$ cat config.mk
export PLATFORM = sky130hd
export DESIGN_NAME = rgb_to_hsl_convert_flat
export DESIGN_NICKNAME = d
export VERILOG_FILES = /design/src/design/rth_pkg.sv /design/src/design/rth_pix_if.sv /design/src/design/rth_hsl_if.sv /design/src/design/rth_div_step.sv /design/src/design/rth_front.sv /design/src/design/rth_divider.sv /design/src/design/rgb_to_hsl_convert.sv /design/src/flat_wrapper.sv
export VERILOG_INCLUDE_DIRS = /design/src /design/src/design
export SDC_FILE = /design/constraint.sdc
export NUM_CORES = 2
export LEC_CHECK = 0
export BUFFER_PORTS_ARGS = -buffer_cell sky130_fd_sc_hd__buf_2
export CAP_MARGIN = 20
export CORE_ASPECT_RATIO = 1.1
export CORE_MARGIN = 2
export CORE_UTILIZATION = 60
export DETAILED_ROUTE_END_ITERATION = 16
export PLACE_DENSITY = 0.76
export SETUP_SLACK_MARGIN = 0.3
export SLEW_MARGIN = 40
export SYNTH_ARGS = -nofsm -noshare
export SYNTH_HDL_FRONTEND = slang
export SYNTH_SLANG_ARGS = --single-unit
export TNS_END_PERCENT = 10
$ cat constraint.sdc
create_clock -name clk_i -period 11.95 [get_ports clk_i]
set_clock_uncertainty 0.15 [all_clocks]
set_input_delay 1.7925 -clock clk_i [delete_from_list [all_inputs] [get_ports clk_i]]
set_output_delay 1.7925 -clock clk_i [all_outputs]
set_load 0.01 [all_outputs]
$ cat src/design/assert_macros.svh
// Assertion macros shared by the color conversion RTL.
// No dependencies; included by the modules that check their own pipelines.
`ifndef ASSERT_MACROS_SVH
`define ASSERT_MACROS_SVH

// Same-cycle implication, checked only outside reset.
`define ASSERT_IMPLIES(label, clk, rst_n, ante, cons, msg) \
  label: assert property (@(posedge clk) disable iff (!rst_n) (ante) |-> (cons)) \
    else $error(msg);

// Next-cycle implication, checked only outside reset.
`define ASSERT_NEXT(label, clk, rst_n, ante, cons, msg) \
  label: assert property (@(posedge clk) disable iff (!rst_n) (ante) |=> (cons)) \
    else $error(msg);

`endif

$ cat src/design/rth_pkg.sv
// Shared constants for the RGB to HSL converter.
// No dependencies; used by the interfaces, the divider and the top level.
`timescale 1ns / 1ps

package rth_pkg;

  // Default channel width of one color component.
  localparam int unsigned CHANNEL_BITS_DEF = 8;
  // Default hue width: one full circle is 2**HUE_BITS.
  localparam int unsigned HUE_BITS_DEF     = 16;
  // Saturation is always a 16-bit fraction scaled by 2**16 - 1.
  localparam int unsigned SAT_BITS         = 16;

endpackage

$ cat src/design/rth_pix_if.sv
// Pixel channel: one RGB word per handshake.
// Depends on rth_pkg for the default channel width.
`timescale 1ns / 1ps

interface rth_pix_if import rth_pkg::*; #(
  parameter int unsigned CHANNEL_BITS = CHANNEL_BITS_DEF
) ();

  logic                    valid;
  logic                    ready;
  logic [CHANNEL_BITS-1:0] red;
  logic [CHANNEL_BITS-1:0] green;
  logic [CHANNEL_BITS-1:0] blue;

  modport source (output valid, output red, output green, output blue, input ready);
  modport sink   (input valid, input red, input green, input blue, output ready);

endinterface

$ cat src/design/rth_hsl_if.sv
// Result channel: one hue, saturation and lightness word per handshake.
// Depends on rth_pkg for default widths and the saturation width.
`timescale 1ns / 1ps

interface rth_hsl_if import rth_pkg::*; #(
  parameter int unsigned CHANNEL_BITS = CHANNEL_BITS_DEF,
  parameter int unsigned HUE_BITS     = HUE_BITS_DEF
) ();

  logic                    valid;
  logic                    ready;
  logic [HUE_BITS-1:0]     hue;
  logic [SAT_BITS-1:0]     saturation;
  logic [CHANNEL_BITS:0]   lightness_sum;

  modport source (output valid, output hue, output saturation, output lightness_sum,
                  input ready);
  modport sink   (input valid, input hue, input saturation, input lightness_sum,
                  output ready);

endinterface

$ cat src/design/rth_div_step.sv
// One restoring division step: shift in a dividend bit, trial subtract.
// No dependencies; instantiated per stage by rth_divider.
`timescale 1ns / 1ps

module rth_div_step #(
  parameter int unsigned REM_BITS = 11
) (
  input  logic [REM_BITS-1:0] rem_i,
  input  logic [REM_BITS-1:0] div_i,
  input  logic                bit_i,
  output logic [REM_BITS-1:0] rem_o,
  output logic                q_o
);

  logic [REM_BITS:0]   shifted;
  logic [REM_BITS+1:0] diff;

  // The incoming remainder is below the divisor, so the shifted value is
  // below twice the divisor and one subtract settles the quotient bit.
  assign shifted = {rem_i, bit_i};
  assign diff    = {1'b0, shifted} - {2'b00, div_i};
  assign q_o     = ~diff[REM_BITS+1];
  assign rem_o   = q_o ? diff[REM_BITS-1:0] : shifted[REM_BITS-1:0];

endmodule

$ cat src/design/rth_front.sv
// Front end of the converter: max/min and sector pick, then the operands
// of both divisions, in three register stages. Depends on rth_pkg, rth_pix_if.
`timescale 1ns / 1ps
`include "assert_macros.svh"

module rth_front import rth_pkg::*; #(
  parameter int unsigned CHANNEL_BITS = CHANNEL_BITS_DEF
) (
  input  logic                      clk_i,
  input  logic                      rst_ni,
  rth_pix_if.sink                   pix_i,
  output logic                      valid_o,
  input  logic                      ready_i,
  output logic [CHANNEL_BITS+2:0]   hrem_o,
  output logic [CHANNEL_BITS+2:0]   hdiv_o,
  output logic [CHANNEL_BITS:0]     srem_o,
  output logic [CHANNEL_BITS:0]     sden_o,
  output logic [SAT_BITS-1:0]       slow_o,
  output logic                      grey_o,
  output logic [CHANNEL_BITS:0]     sum_o
);

  localparam int unsigned CB = CHANNEL_BITS;
  localparam logic [CB:0] FULL  = {1'b0, {CB{1'b1}}};
  localparam logic [CB:0] FULL2 = {{CB{1'b1}}, 1'b0};

  typedef enum logic [1:0] {
    SECT_RED,
    SECT_GREEN,
    SECT_BLUE
  } sector_e;

  // Stage enables: a stage loads when it is empty or its successor moves.
  logic en1, en2, en3;

  // Stage 1 registers.
  logic           s1_v_q;
  logic [CB-1:0]  s1_mx_q, s1_mx_d;
  logic [CB-1:0]  s1_mn_q, s1_mn_d;
  sector_e        s1_sect_q, s1_sect_d;
  logic [CB:0]    s1_num_q, s1_num_d;

  // Stage 2 registers.
  logic           s2_v_q;
  logic [CB-1:0]  s2_delta_q, s2_delta_d;
  logic [CB:0]    s2_sum_q, s2_sum_d;
  logic [CB:0]    s2_den_q, s2_den_d;
  logic [CB+2:0]  s2_d6_q, s2_d6_d;
  logic [CB+3:0]  s2_x_q, s2_x_d;
  logic           s2_grey_q, s2_grey_d;
  logic [CB+2:0]  s2_off;

  // Stage 3 registers.
  logic                   s3_v_q;
  logic [CB+2:0]          s3_hrem_q, s3_hrem_d;
  logic [CB+2:0]          s3_d6_q;
  logic [CB+SAT_BITS-1:0] s3_satnum_q, s3_satnum_d;
  logic [CB:0]            s3_den_q;
  logic [CB:0]            s3_sum_q;
  logic                   s3_grey_q;
  logic [CB+3:0]          s3_wrap;

  assign en3         = ~s3_v_q | ready_i;
  assign en2         = ~s2_v_q | en3;
  assign en1         = ~s1_v_q | en2;
  assign pix_i.ready = en1;

  // Stage 1: largest and smallest channel; ties go to red, then green.
  always_comb begin
    if (pix_i.red >= pix_i.green && pix_i.red >= pix_i.blue) begin
      s1_sect_d = SECT_RED;
    end else if (pix_i.green >= pix_i.blue) begin
      s1_sect_d = SECT_GREEN;
    end else begin
      s1_sect_d = SECT_BLUE;
    end
    if (pix_i.red <= pix_i.green) begin
      s1_mn_d = (pix_i.red <= pix_i.blue) ? pix_i.red : pix_i.blue;
    end else begin
      s1_mn_d = (pix_i.green <= pix_i.blue) ? pix_i.green : pix_i.blue;
    end
    case (s1_sect_d)
      SECT_GREEN: begin
        s1_mx_d  = pix_i.green;
        s1_num_d = {1'b0, pix_i.blue} - {1'b0, pix_i.red};
      end
      SECT_BLUE: begin
        s1_mx_d  = pix_i.blue;
        s1_num_d = {1'b0, pix_i.red} - {1'b0, pix_i.green};
      end
      default: begin
        s1_mx_d  = pix_i.red;
        s1_num_d = {1'b0, pix_i.green} - {1'b0, pix_i.blue};
      end
    endcase
  end

  // Stage 2: delta, sum, the saturation denominator and the hue numerator
  // with its sector offset of 0, 2 or 4 times delta.
  always_comb begin
    s2_delta_d = s1_mx_q - s1_mn_q;
    s2_sum_d   = {1'b0, s1_mx_q} + {1'b0, s1_mn_q};
    s2_grey_d  = (s2_delta_d == '0);
    s2_d6_d    = {1'b0, s2_delta_d, 2'b00} + {2'b00, s2_delta_d, 1'b0};
    s2_den_d   = (s2_sum_d < FULL) ? s2_sum_d : (FULL2 - s2_sum_d);
    case (s1_sect_q)
      SECT_GREEN: s2_off = {2'b00, s2_delta_d, 1'b0};
      SECT_BLUE:  s2_off = {1'b0, s2_delta_d, 2'b00};
      default:    s2_off = '0;
    endcase
    s2_x_d = {1'b0, s2_off} + {{3{s1_num_q[CB]}}, s1_num_q};
  end

  // Stage 3: fold a negative hue numerator into [0, 6*delta), which only
  // drops whole circles, and form delta * (2**16 - 1) for saturation.
  always_comb begin
    s3_wrap     = s2_x_q + {1'b0, s2_d6_q};
    s3_hrem_d   = s2_x_q[CB+3] ? s3_wrap[CB+2:0] : s2_x_q[CB+2:0];
    s3_satnum_d = {s2_delta_q, {SAT_BITS{1'b0}}} - {{SAT_BITS{1'b0}}, s2_delta_q};
  end

  // Valid bits.
  always_ff @(posedge clk_i or negedge rst_ni) begin
    if (!rst_ni) begin
      s1_v_q <= 1'b0;
      s2_v_q <= 1'b0;
      s3_v_q <= 1'b0;
    end else begin
      if (en1) s1_v_q <= pix_i.valid;
      if (en2) s2_v_q <= s1_v_q;
      if (en3) s3_v_q <= s2_v_q;
    end
  end

  // Payload registers.
  always_ff @(posedge clk_i) begin
    if (en1) begin
      s1_mx_q   <= s1_mx_d;
      s1_mn_q   <= s1_mn_d;
      s1_sect_q <= s1_sect_d;
      s1_num_q  <= s1_num_d;
    end
    if (en2) begin
      s2_delta_q <= s2_delta_d;
      s2_sum_q   <= s2_sum_d;
      s2_den_q   <= s2_den_d;
      s2_d6_q    <= s2_d6_d;
      s2_x_q     <= s2_x_d;
      s2_grey_q  <= s2_grey_d;
    end
    if (en3) begin
      s3_hrem_q   <= s3_hrem_d;
      s3_d6_q     <= s2_d6_q;
      s3_satnum_q <= s3_satnum_d;
      s3_den_q    <= s2_den_q;
      s3_sum_q    <= s2_sum_q;
      s3_grey_q   <= s2_grey_q;
    end
  end

  assign valid_o = s3_v_q;
  assign hrem_o  = s3_hrem_q;
  assign hdiv_o  = s3_d6_q;
  assign srem_o  = {1'b0, s3_satnum_q[CB+SAT_BITS-1:SAT_BITS]};
  assign slow_o  = s3_satnum_q[SAT_BITS-1:0];
  assign sden_o  = s3_den_q;
  assign grey_o  = s3_grey_q;
  assign sum_o   = s3_sum_q;

  // A colored pixel must leave a nonzero denominator no smaller than delta.
  `ASSERT_IMPLIES(a_den_covers_delta, clk_i, rst_ni, s2_v_q && !s2_grey_q, (s2_den_q != '0) && (s2_delta_q <= s2_den_q), "saturation denominator below delta")
  // The folded hue numerator must start the divider below its divisor.
  `ASSERT_IMPLIES(a_hue_rem_folded, clk_i, rst_ni, s3_v_q && !s3_grey_q, s3_hrem_q < s3_d6_q, "hue numerator not folded below six delta")

endmodule

$ cat src/design/rth_divider.sv
// Pipelined restoring dividers for hue and saturation, one quotient bit
// per stage. Depends on rth_pkg and rth_div_step.
`timescale 1ns / 1ps
`include "assert_macros.svh"

module rth_divider import rth_pkg::*; #(
  parameter int unsigned CHANNEL_BITS = CHANNEL_BITS_DEF,
  parameter int unsigned HUE_BITS     = HUE_BITS_DEF
) (
  input  logic                      clk_i,
  input  logic                      rst_ni,
  input  logic                      valid_i,
  output logic                      ready_o,
  input  logic [CHANNEL_BITS+2:0]   hrem_i,
  input  logic [CHANNEL_BITS+2:0]   hdiv_i,
  input  logic [CHANNEL_BITS:0]     srem_i,
  input  logic [CHANNEL_BITS:0]     sden_i,
  input  logic [SAT_BITS-1:0]       slow_i,
  input  logic                      grey_i,
  input  logic [CHANNEL_BITS:0]     sum_i,
  output logic                      valid_o,
  input  logic                      ready_i,
  output logic [HUE_BITS-1:0]       hue_q_o,
  output logic [SAT_BITS-1:0]       sat_q_o,
  output logic                      grey_o,
  output logic [CHANNEL_BITS:0]     sum_o
);

  localparam int unsigned HR        = CHANNEL_BITS + 3;
  localparam int unsigned SR        = CHANNEL_BITS + 1;
  localparam int unsigned STAGES    = (HUE_BITS > SAT_BITS) ? HUE_BITS : SAT_BITS;
  localparam int unsigned HUE_START = STAGES - HUE_BITS;
  localparam int unsigned SAT_START = STAGES - SAT_BITS;

  logic [STAGES-1:0]   stg_v_q;
  logic [STAGES:0]     en;

  logic [HR-1:0]       stg_hrem_q [STAGES];
  logic [HR-1:0]       stg_hrem_d [STAGES];
  logic [HR-1:0]       stg_hdiv_q [STAGES];
  logic [HR-1:0]       stg_hdiv_d [STAGES];
  logic [HUE_BITS-1:0] stg_hq_q   [STAGES];
  logic [HUE_BITS-1:0] stg_hq_d   [STAGES];
  logic [SR-1:0]       stg_srem_q [STAGES];
  logic [SR-1:0]       stg_srem_d [STAGES];
  logic [SR-1:0]       stg_sden_q [STAGES];
  logic [SR-1:0]       stg_sden_d [STAGES];
  logic [SAT_BITS-1:0] stg_slow_q [STAGES];
  logic [SAT_BITS-1:0] stg_slow_d [STAGES];
  logic [SAT_BITS-1:0] stg_sq_q   [STAGES];
  logic [SAT_BITS-1:0] stg_sq_d   [STAGES];
  logic                stg_grey_q [STAGES];
  logic                stg_grey_d [STAGES];
  logic [SR-1:0]       stg_sum_q  [STAGES];
  logic [SR-1:0]       stg_sum_d  [STAGES];
  logic                stg_v_d    [STAGES];

  // The last stage is the output register; empty stages let words close up.
  assign en[STAGES] = ready_i;
  assign ready_o    = en[0];

  for (genvar k = 0; k < STAGES; k++) begin : g_stage
    logic                v_in;
    logic [HR-1:0]       hrem_in;
    logic [HR-1:0]       hdiv_in;
    logic [HUE_BITS-1:0] hq_in;
    logic [SR-1:0]       srem_in;
    logic [SR-1:0]       sden_in;
    logic [SAT_BITS-1:0] slow_in;
    logic [SAT_BITS-1:0] sq_in;
    logic                grey_in;
    logic [SR-1:0]       sum_in;

    assign en[k] = ~stg_v_q[k] | en[k+1];

    // Stage inputs come from the front end or from the previous stage.
    if (k == 0) begin : g_head
      assign v_in    = valid_i;
      assign hrem_in = hrem_i;
      assign hdiv_in = hdiv_i;
      assign hq_in   = '0;
      assign srem_in = srem_i;
      assign sden_in = sden_i;
      assign slow_in = slow_i;
      assign sq_in   = '0;
      assign grey_in = grey_i;
      assign sum_in  = sum_i;
    end else begin : g_body
      assign v_in    = stg_v_q[k-1];
      assign hrem_in = stg_hrem_q[k-1];
      assign hdiv_in = stg_hdiv_q[k-1];
      assign hq_in   = stg_hq_q[k-1];
      assign srem_in = stg_srem_q[k-1];
      assign sden_in = stg_sden_q[k-1];
      assign slow_in = stg_slow_q[k-1];
      assign sq_in   = stg_sq_q[k-1];
      assign grey_in = stg_grey_q[k-1];
      assign sum_in  = stg_sum_q[k-1];
    end

    // Hue quotient bit; the shorter division idles in the leading stages.
    if (k >= HUE_START) begin : g_hue
      logic hq_bit;
      rth_div_step #(.REM_BITS(HR)) u_hue_step (
        .rem_i (hrem_in),
        .div_i (hdiv_in),
        .bit_i (1'b0),
        .rem_o (stg_hrem_d[k]),
        .q_o   (hq_bit)
      );
      assign stg_hq_d[k] = {hq_in[HUE_BITS-2:0], hq_bit};
    end else begin : g_hue_idle
      assign stg_hrem_d[k] = hrem_in;
      assign stg_hq_d[k]   = hq_in;
    end

    // Saturation quotient bit; the low dividend bits shift in MSB first.
    if (k >= SAT_START) begin : g_sat
      logic sq_bit;
      rth_div_step #(.REM_BITS(SR)) u_sat_step (
        .rem_i (srem_in),
        .div_i (sden_in),
        .bit_i (slow_in[SAT_BITS-1]),
        .rem_o (stg_srem_d[k]),
        .q_o   (sq_bit)
      );
      assign stg_sq_d[k]   = {sq_in[SAT_BITS-2:0], sq_bit};
      assign stg_slow_d[k] = {slow_in[SAT_BITS-2:0], 1'b0};
    end else begin : g_sat_idle
      assign stg_srem_d[k] = srem_in;
      assign stg_sq_d[k]   = sq_in;
      assign stg_slow_d[k] = slow_in;
    end

    assign stg_v_d[k]    = v_in;
    assign stg_hdiv_d[k] = hdiv_in;
    assign stg_sden_d[k] = sden_in;
    assign stg_grey_d[k] = grey_in;
    assign stg_sum_d[k]  = sum_in;
  end

  // Valid bits of all stages.
  always_ff @(posedge clk_i or negedge rst_ni) begin
    if (!rst_ni) begin
      stg_v_q <= '0;
    end else begin
      for (int i = 0; i < STAGES; i++) begin
        if (en[i]) stg_v_q[i] <= stg_v_d[i];
      end
    end
  end

  // Payload of all stages.
  always_ff @(posedge clk_i) begin
    for (int i = 0; i < STAGES; i++) begin
      if (en[i]) begin
        stg_hrem_q[i] <= stg_hrem_d[i];
        stg_hdiv_q[i] <= stg_hdiv_d[i];
        stg_hq_q[i]   <= stg_hq_d[i];
        stg_srem_q[i] <= stg_srem_d[i];
        stg_sden_q[i] <= stg_sden_d[i];
        stg_slow_q[i] <= stg_slow_d[i];
        stg_sq_q[i]   <= stg_sq_d[i];
        stg_grey_q[i] <= stg_grey_d[i];
        stg_sum_q[i]  <= stg_sum_d[i];
      end
    end
  end

  assign valid_o = stg_v_q[STAGES-1];
  assign hue_q_o = stg_hq_q[STAGES-1];
  assign sat_q_o = stg_sq_q[STAGES-1];
  assign grey_o  = stg_grey_q[STAGES-1];
  assign sum_o   = stg_sum_q[STAGES-1];

  // Finished divisions leave a remainder below the divisor.
  `ASSERT_IMPLIES(a_hue_rem_final, clk_i, rst_ni, stg_v_q[STAGES-1] && !stg_grey_q[STAGES-1], stg_hrem_q[STAGES-1] < stg_hdiv_q[STAGES-1], "hue remainder not below divisor")
  `ASSERT_IMPLIES(a_sat_rem_final, clk_i, rst_ni, stg_v_q[STAGES-1] && !stg_grey_q[STAGES-1], stg_srem_q[STAGES-1] < stg_sden_q[STAGES-1], "saturation remainder not below divisor")
  // With the output register empty the whole enable chain must be open.
  `ASSERT_IMPLIES(a_empty_tail_ready, clk_i, rst_ni, !stg_v_q[STAGES-1], ready_o, "input blocked while output stage empty")

endmodule

$ cat src/design/rgb_to_hsl_convert.sv
// RGB to HSL converter top level: front end, divider pipeline, output mux.
// Depends on rth_pkg, rth_pix_if, rth_hsl_if, rth_front and rth_divider.
`timescale 1ns / 1ps

// Converts RGB pixels into hue, saturation and lightness sum, one pixel per clock
// while the output is not stalled. Three stages find max, min and the division
// operands, then the hue and saturation quotients are built by restoring dividers
// that retire one quotient bit per register stage. Words enter back to back at one
// per clock; a stall at the output holds only the stages that are occupied, so the
// input keeps accepting words until the pipeline is full. Grey pixels report zero
// hue and zero saturation.
module rgb_to_hsl_convert import rth_pkg::*; #(
  parameter int unsigned CHANNEL_BITS = CHANNEL_BITS_DEF,
  parameter int unsigned HUE_BITS     = HUE_BITS_DEF
) (
  input  logic        clk_i,
  input  logic        rst_ni,
  rth_pix_if.sink     pix_i,
  rth_hsl_if.source   hsl_o
);

  logic                    fe_valid;
  logic                    fe_ready;
  logic [CHANNEL_BITS+2:0] fe_hrem;
  logic [CHANNEL_BITS+2:0] fe_hdiv;
  logic [CHANNEL_BITS:0]   fe_srem;
  logic [CHANNEL_BITS:0]   fe_sden;
  logic [SAT_BITS-1:0]     fe_slow;
  logic                    fe_grey;
  logic [CHANNEL_BITS:0]   fe_sum;

  logic                    dv_valid;
  logic [HUE_BITS-1:0]     dv_hue;
  logic [SAT_BITS-1:0]     dv_sat;
  logic                    dv_grey;
  logic [CHANNEL_BITS:0]   dv_sum;

  rth_front #(
    .CHANNEL_BITS (CHANNEL_BITS)
  ) u_front (
    .clk_i   (clk_i),
    .rst_ni  (rst_ni),
    .pix_i   (pix_i),
    .valid_o (fe_valid),
    .ready_i (fe_ready),
    .hrem_o  (fe_hrem),
    .hdiv_o  (fe_hdiv),
    .srem_o  (fe_srem),
    .sden_o  (fe_sden),
    .slow_o  (fe_slow),
    .grey_o  (fe_grey),
    .sum_o   (fe_sum)
  );

  rth_divider #(
    .CHANNEL_BITS (CHANNEL_BITS),
    .HUE_BITS     (HUE_BITS)
  ) u_divider (
    .clk_i   (clk_i),
    .rst_ni  (rst_ni),
    .valid_i (fe_valid),
    .ready_o (fe_ready),
    .hrem_i  (fe_hrem),
    .hdiv_i  (fe_hdiv),
    .srem_i  (fe_srem),
    .sden_i  (fe_sden),
    .slow_i  (fe_slow),
    .grey_i  (fe_grey),
    .sum_i   (fe_sum),
    .valid_o (dv_valid),
    .ready_i (hsl_o.ready),
    .hue_q_o (dv_hue),
    .sat_q_o (dv_sat),
    .grey_o  (dv_grey),
    .sum_o   (dv_sum)
  );

  // A grey pixel divided by zero; its quotients are replaced by zero.
  assign hsl_o.valid         = dv_valid;
  assign hsl_o.hue           = dv_grey ? '0 : dv_hue;
  assign hsl_o.saturation    = dv_grey ? '0 : dv_sat;
  assign hsl_o.lightness_sum = dv_sum;

endmodule

$ cat src/flat_wrapper.sv
// flat-port wrapper written by rule: the top's interface ports become plain ports
module rgb_to_hsl_convert_flat import rth_pkg::*;
#(
  parameter int unsigned CHANNEL_BITS = CHANNEL_BITS_DEF,
  parameter int unsigned HUE_BITS     = HUE_BITS_DEF
)
  (clk_i, rst_ni, pix_i_valid, pix_i_red, pix_i_green, pix_i_blue, pix_i_ready, hsl_o_valid, hsl_o_hue, hsl_o_saturation, hsl_o_lightness_sum, hsl_o_ready);
  rth_pix_if #(.CHANNEL_BITS(CHANNEL_BITS)) pix_i_i ();
  rth_hsl_if #(.CHANNEL_BITS(CHANNEL_BITS), .HUE_BITS(HUE_BITS)) hsl_o_i ();
  input  logic clk_i;
  input  logic rst_ni;
  input wire logic [$bits(pix_i_i.valid)-1:0] pix_i_valid;
  input wire logic [$bits(pix_i_i.red)-1:0] pix_i_red;
  input wire logic [$bits(pix_i_i.green)-1:0] pix_i_green;
  input wire logic [$bits(pix_i_i.blue)-1:0] pix_i_blue;
  output wire logic [$bits(pix_i_i.ready)-1:0] pix_i_ready;
  output wire logic [$bits(hsl_o_i.valid)-1:0] hsl_o_valid;
  output wire logic [$bits(hsl_o_i.hue)-1:0] hsl_o_hue;
  output wire logic [$bits(hsl_o_i.saturation)-1:0] hsl_o_saturation;
  output wire logic [$bits(hsl_o_i.lightness_sum)-1:0] hsl_o_lightness_sum;
  input wire logic [$bits(hsl_o_i.ready)-1:0] hsl_o_ready;
  assign pix_i_i.valid = pix_i_valid;
  assign pix_i_i.red = pix_i_red;
  assign pix_i_i.green = pix_i_green;
  assign pix_i_i.blue = pix_i_blue;
  assign pix_i_ready = pix_i_i.ready;
  assign hsl_o_valid = hsl_o_i.valid;
  assign hsl_o_hue = hsl_o_i.hue;
  assign hsl_o_saturation = hsl_o_i.saturation;
  assign hsl_o_lightness_sum = hsl_o_i.lightness_sum;
  assign hsl_o_i.ready = hsl_o_ready;
  rgb_to_hsl_convert #(.CHANNEL_BITS(CHANNEL_BITS), .HUE_BITS(HUE_BITS)) u_core (.clk_i(clk_i), .rst_ni(rst_ni), .pix_i(pix_i_i), .hsl_o(hsl_o_i));
endmodule
Yosys cells after proc, flatten, opt, wreduce, memory -nomap -nowiden

Memories as Yosys holds them, arrays and structs flattened.
Cells that the tools add are included.

$add $sub $neg: 42
Order comparisons: 7
Eq/ne operators: 4
Multiplexer cells: 76
Bitwise logic cells: 70
Reductions and logical operators: 2

Operator list:

| cell                                                        | count |
|---|---|
| subtractor 12 x 11 -> 13 bit                                | 16 |
| 2-to-1 mux 11 bit                                           | 17 |
| subtractor 10 x 9 -> 11 bit                                 | 15 |
| 2-to-1 mux 9 bit                                            | 17 |
| NOT 1 bit                                                   | 51 |
| 2-to-1 mux 1 bit                                            | 32 |
| 2-to-1 mux 16 bit                                           | 2 |
| subtractor 8 x 8 -> 9 bit                                   | 3 |
| greater-or-equal comparator 8 bit                           | 3 |
| <= comparator 8 bit                                         | 3 |
| 2-to-1 mux 8 bit                                            | 3 |
| subtractor 24 x 8 -> 24 bit                                 | 1 |
| case mux 10 bit (2 select lines)                            | 1 |
| OR 1 bit                                                    | 19 |
| case mux 9 bit (2 select lines)                             | 1 |
| case mux 8 bit (2 select lines)                             | 1 |
| adder 11 x 12 -> 12 bit                                     | 1 |
| adder 10 x 9 -> 11 bit                                      | 1 |
| adder 11 bit                                                | 1 |
| subtractor 9 x 9 -> 10 bit                                  | 1 |
| adder 8 x 8 -> 9 bit                                        | 1 |
| less-than comparator 9 x 8 -> 1 bit (second input constant) | 1 |
| subtractor 9 bit (first input constant)                     | 1 |
| zero test 8 bit                                             | 1 |
| 5 further kinds                                             | 8 |

Bits in registers: 161
RAM bits: 1,552
Bits of input ports: 28
Output and inout port bits: 43
Logic and storage cells: 245
Memories kept: 9

Memory list:

| name                        | words | width | rd ports | clocked after memory_dff | wr ports | line              | text |
|---|---|---|---|---|---|---|---|
| u_core.u_divider.stg_hq_q   | 16    | 16    | 16       | 0                        | 16       | rth_divider.sv:42 | `logic [HUE_BITS-1:0] stg_hq_q [STAGES];` |
| u_core.u_divider.stg_sq_q   | 16    | 16    | 16       | 0                        | 16       | rth_divider.sv:50 | `logic [SAT_BITS-1:0] stg_sq_q [STAGES];` |
| u_core.u_divider.stg_slow_q | 16    | 15    | 15       | 0                        | 16       | rth_divider.sv:48 | `logic [SAT_BITS-1:0] stg_slow_q [STAGES];` |
| u_core.u_divider.stg_hdiv_q | 16    | 11    | 15       | 0                        | 16       | rth_divider.sv:40 | `logic [HR-1:0] stg_hdiv_q [STAGES];` |
| u_core.u_divider.stg_hrem_q | 16    | 11    | 15       | 0                        | 16       | rth_divider.sv:38 | `logic [HR-1:0] stg_hrem_q [STAGES];` |
| u_core.u_divider.stg_sden_q | 16    | 9     | 15       | 0                        | 16       | rth_divider.sv:46 | `logic [SR-1:0] stg_sden_q [STAGES];` |
| +3 memories                 | --    | --    | --       | --                       | --       | --                |  |

Logic depth before layout (Yosys ltp)

Depth after elaboration: 20
Mapped depth: 16
Gate-level depth less buffers: 16

Hierarchy

From an unflattened synthesis, not the netlist that was laid out.

Cells, all modules: 4,641
Area total of the unflattened synthesis: 64,058.9 um^2

Modules (own cells, without submodules):

| module                                                           | instances | cells each | area each (um^2) | sequential area each (um^2) |
|---|---|---|---|---|
| rth_divider                                                      | 1         | 1,212      | 35,285.1         | 34,993.6 |
| rth_div_step at u_core.u_divider.g_stage[0].g_hue.u_hue_step ... | 16        | 97         | 768.2            | 0.0 |
| rth_front                                                        | 1         | 754        | 8,471.9          | 4,068.9 |
| rth_div_step at u_core.u_divider.g_stage[0].g_sat.u_sat_step ... | 16        | 68         | 486.7            | 0.0 |
| rgb_to_hsl_convert                                               | 1         | 35         | 222.7            | 0.0 |

Worst setup path before layout

Ideal clock, no wire load.

Kind: input to output
From: in hsl_o_ready
To: out pix_i_ready
Data arrival time: 6,213 ps
Data required time: 10,008 ps
Setup slack: 3,794 ps
Stages: 5
Buffers on the path: 0
Path through: and3b_1 and4_1 nand4_1 nor2_1 nand4_1

Cells in the longest elaborated chain, start to end: 19

Ends and longest elaborated chain:

| element                          | line               | text |
|---|---|---|
| start: declaration               | flat_wrapper.sv:21 | `input wire logic [$bits(hsl_o_i.ready)-1:0] hsl_o_ready;` |
| OR 1 bit (13 in a row)           | rth_divider.sv:74  | `assign en[k] = ~stg_v_q[k] \| en[k+1];` |
| named net u_core.u_divider.en[3] | rth_divider.sv:36  | `logic [STAGES:0] en;` |
| OR 1 bit (3 in a row)            | rth_divider.sv:74  |  |
| OR 1 bit                         | rth_front.sv:63    | `assign en3 = ~s3_v_q \| ready_i;` |
| OR 1 bit                         | rth_front.sv:64    | `assign en2 = ~s2_v_q \| en3;` |
| OR 1 bit                         | rth_front.sv:65    | `assign en1 = ~s1_v_q \| en2;` |
| end: declaration                 | flat_wrapper.sv:16 | `output wire logic [$bits(pix_i_i.ready)-1:0] pix_i_ready;` |

The timed path passes the listed nets, and every way through them passes these cells.

Worst setup path in the final report

Ends and elaborated chain as after synthesis.

==> metrics.md <==
| Metric | Value |
|---|---|
| CTS sink cnt | roughly 1,200 |
| Maximum clock path buffer count | 3 |
| Yosys cell types | a little under 80 |
| Drt total wl | a little over 90,000 um |
| CP endpoint kind | output pin |
| Antenna violations before repair | 0 |
| Ys flop type | edfxtp_1 |
| Status | completed |
| DRC viols | 0 |
| Post-CTS setup buffer count | 0 |
| CP Class | in2out |
| Die Area | 98,000 um^2 |
| Crit path from | hsl_o_ready |
| Num ports | slightly above 70 |
| Max-slew violations | 0 |
| Register area share after synthesis | roughly 64% |
| Worst hold path type | reg2reg |
| FILL cells | 6,302 |
| Crit share post-route | between 50% and 60% |
| Final HPWL DP | roughly 66,000 um |
| Placer Congestion | between 0.8 and 0.9 |
| Initial Utilization | about three fifths |
| Warnings from Yosys | 0 |
| ANT nets after route | 0 |
| Overflow after GRT | 0 |
| TritonCTS buffer count | 115 |
| Wire length per cell | between 15 and 20 um |
| First-pass GRT wire length | ~160,000 um |
| CP Max Fanout | 67 |
| DR iter-0 viols | ~1,600 |
| Slack of the worst reg-to-reg path | between 8000 and 9000 ps |
| Core area | about 94,000 um^2 |
| Mapped Area | around 57,000 um^2 |
| Via count of the first global-routing pass | between 30,000 and 40,000 |
| Clk slew on worst S/H paths | roughly 70 ps |
| FFs w/ async S/R, synth | roughly 1.5% |
| Syn_nets | approximately 4,500 |
| H-tree levels | 3 |
| Worst skew pair latency | roughly 690 ps |
| Hold Crit Start | u_core.u_divider.stg_slow_q[0][50]$_DFFE_PP_ |
| Unrepaired setup endpoints after global routing | no |
| Drt pass-1 iters | 5 |
| Max-cap viol count | 0 |
| F_max | 155 MHz |
| Post-cts resize count | 0 |
| # nets final | between 4,000 and 5,000 |
| Fin crit period | 6470 ps |
| Via count | between 30,000 and 40,000 |
| Largest net degree at the start of global routing | 74 |
| Ant diodes | 0 |
| Die width | about 300 um |
| Die height | 328 um |
| Yosys reg bits | 1,226 |
| Number of enable flip-flop cells after synthesis | around 1,200 |
| Worst Tran Pin Value | roughly 800 ps |
| CTS Hold Bufs | 0 |
| Mean number of vias per cell | 5.55 |
| Syn_area_per_cell | between 10 and 15 um^2 |
| GRT Resource Usage Total | 19.5% |
| Final setup violation count | 0 |
| Reg-to-Reg Start | u_core.u_divider.stg_v_q[15]$_DFFE_PN0P_ |
| Crit path DAT | between 4000 and 5000 ps |
| Synthesis-to-finish area growth | 10.3% |
| Setup_tns | 0 ps |
| Crit path launch type | primary input |
| FP Rows | ~120 |
| IO buf count | 70 |
| Root buffer cell | clkbuf_16 |
| Hold Vio Cnt, Final | 0 |
| Fraction of layout cells with a size suffix above 1 | between 10 and 15% |
| WP data required | about 10,000 ps |
| Gate Count Post-Synth | roughly 4,000 |
| CTS tree | built |
| Max-slew headroom | between 40% and 50% |
-- per-layer routing --
layer / vias to the layer above / track usage (%) / routed length, um
met3: 199 / 2.48 / 2720
met2: 485 / 40.0 / 54300
met1: 15041 / 19.5 / 33400
li1: 15438 / - / -
met5: - / 0 / 0
met4: 0 / 7.38 / 2910
-- placed cells by master (no fill, tap or decap), types with 113 or more instances in the layout --
cell type,n
xnor2_1,151
mux2_2,202
nand2_1,113
edfxtp_1,1207
nor2_1,293
nor2b_1,145
inv_1,436
ha_1,361
clkbuf_16,116
o21ai_0,181
-- cell type report --
cell class / count / area [um^2] / share of cell area, %
clock buffer: 145 / 3040 / 4.81
clock inverter: 72 / 816 / 1.29
inverter: 443 / 1660 / 2.63
multi-input combinational: 2382 / 18800 / 29.8
sequential: 1226 / 36700 / 58.1
tap: 1260 / 1580 / 2.49
timing repair buffer: 91 / 556 / 0.879
-- cells in the mapped netlist, drive strengths merged, types with 15 or more instances --
cell type | count | share of area (%)
o21a | 44 | 0.58
o311a | 22 | 0.38
a21oi | 108 | 0.94
mux2i | 91 | 1.6
nand3 | 30 | 0.26
dfrtp | 19 | 0.83
nor2 | 293 | 1.9
or4 | 23 | 0.30
xor2 | 26 | 0.40
o211ai | 45 | 0.72
fa | 38 | 1.3
o21ai | 181 | 1.6
inv | 442 | 2.9
o31ai | 23 | 0.30
edfxtp | 1207 | 63
o41ai | 30 | 0.47
or2 | 39 | 0.43
mux2 | 202 | 4.0
o31a | 15 | 0.23
nand2b | 37 | 0.40
a211oi | 24 | 0.32
buf | 22 | 0.21
a211o | 21 | 0.32
or3 | 18 | 0.20
xnor2 | 152 | 2.3
and2 | 20 | 0.22
nor3 | 98 | 0.86
ha | 361 | 7.9
a21o | 36 | 0.47
nand2 | 120 | 0.79
a21boi | 40 | 0.52
nor2b | 145 | 1.6
-- through the flow --
stage	std cells	hold slack [ps]	setup WS (ps)	area, um^2	utilization, %
final	5619	259	5480	63200	67.0
after global routing	5619	267	5280	63200	67.0
after CTS	5617	249	5330	63200	67.0
after detailed placement	5400	255	5380	59300	62.9
after global placement	5398	251	5470	59300	62.8
after floorplan	4082	250	3790	57300	-
-- worst max-delay path, stage by stage --
cell     delay [ps]
buf_2           120
and3b_1         410
and4_1          410
nand4_1         190
buf_6           310
nor2_1          600
nand4_1         170
buf_4           290
buf_2           190
-- logic make-up after synthesis --
group                      synth area share (%)
buffers and inverters                      3.17
adders and majority gates                  9.21
DFF                                        64.1
and+or+nand+nor                            7.52
AOI/OAI and AO/OA                          7.76
muxes                                      5.56
xor gates and xnor gates                   2.72
-- sequential cells by signal (all words and copies together) (netlist names), 16 cells and up --
signal	flops
u_core.u_divider.stg_hrem_q	150
u_core.u_divider.stg_hq_q	136
u_core.u_divider.stg_sq_q	136
u_core.u_divider.stg_hdiv_q	135
u_core.u_divider.stg_srem_q	135
u_core.u_divider.stg_sum_q	132
u_core.u_divider.stg_sden_q	120
u_core.u_divider.stg_slow_q	114
u_core.u_front.s3_satnum_q	23
u_core.u_divider.stg_grey_q	16
u_core.u_divider.stg_v_q	16
-- worst paths after layout --
kind,end,cells past startpoint
setup / recovery,pix_i_ready,9
hold / removal,u_core.u_divider.stg_slow_q[0][66]$_DFFE_PP_,0
setup reg to reg,u_core.u_divider.stg_sden_q[0][2]$_DFFE_PP_,7
hold reg to reg,u_core.u_divider.stg_slow_q[0][66]$_DFFE_PP_,0
max in group asynchronous,u_core.u_divider.stg_v_q[12]$_DFFE_PN0P_,1
min in group asynchronous,u_core.u_front.s1_v_q$_DFFE_PN0P_,1
Power is not shown: default switching activity piles up to over one toggle a cycle in this logic, so the estimate is an artifact.
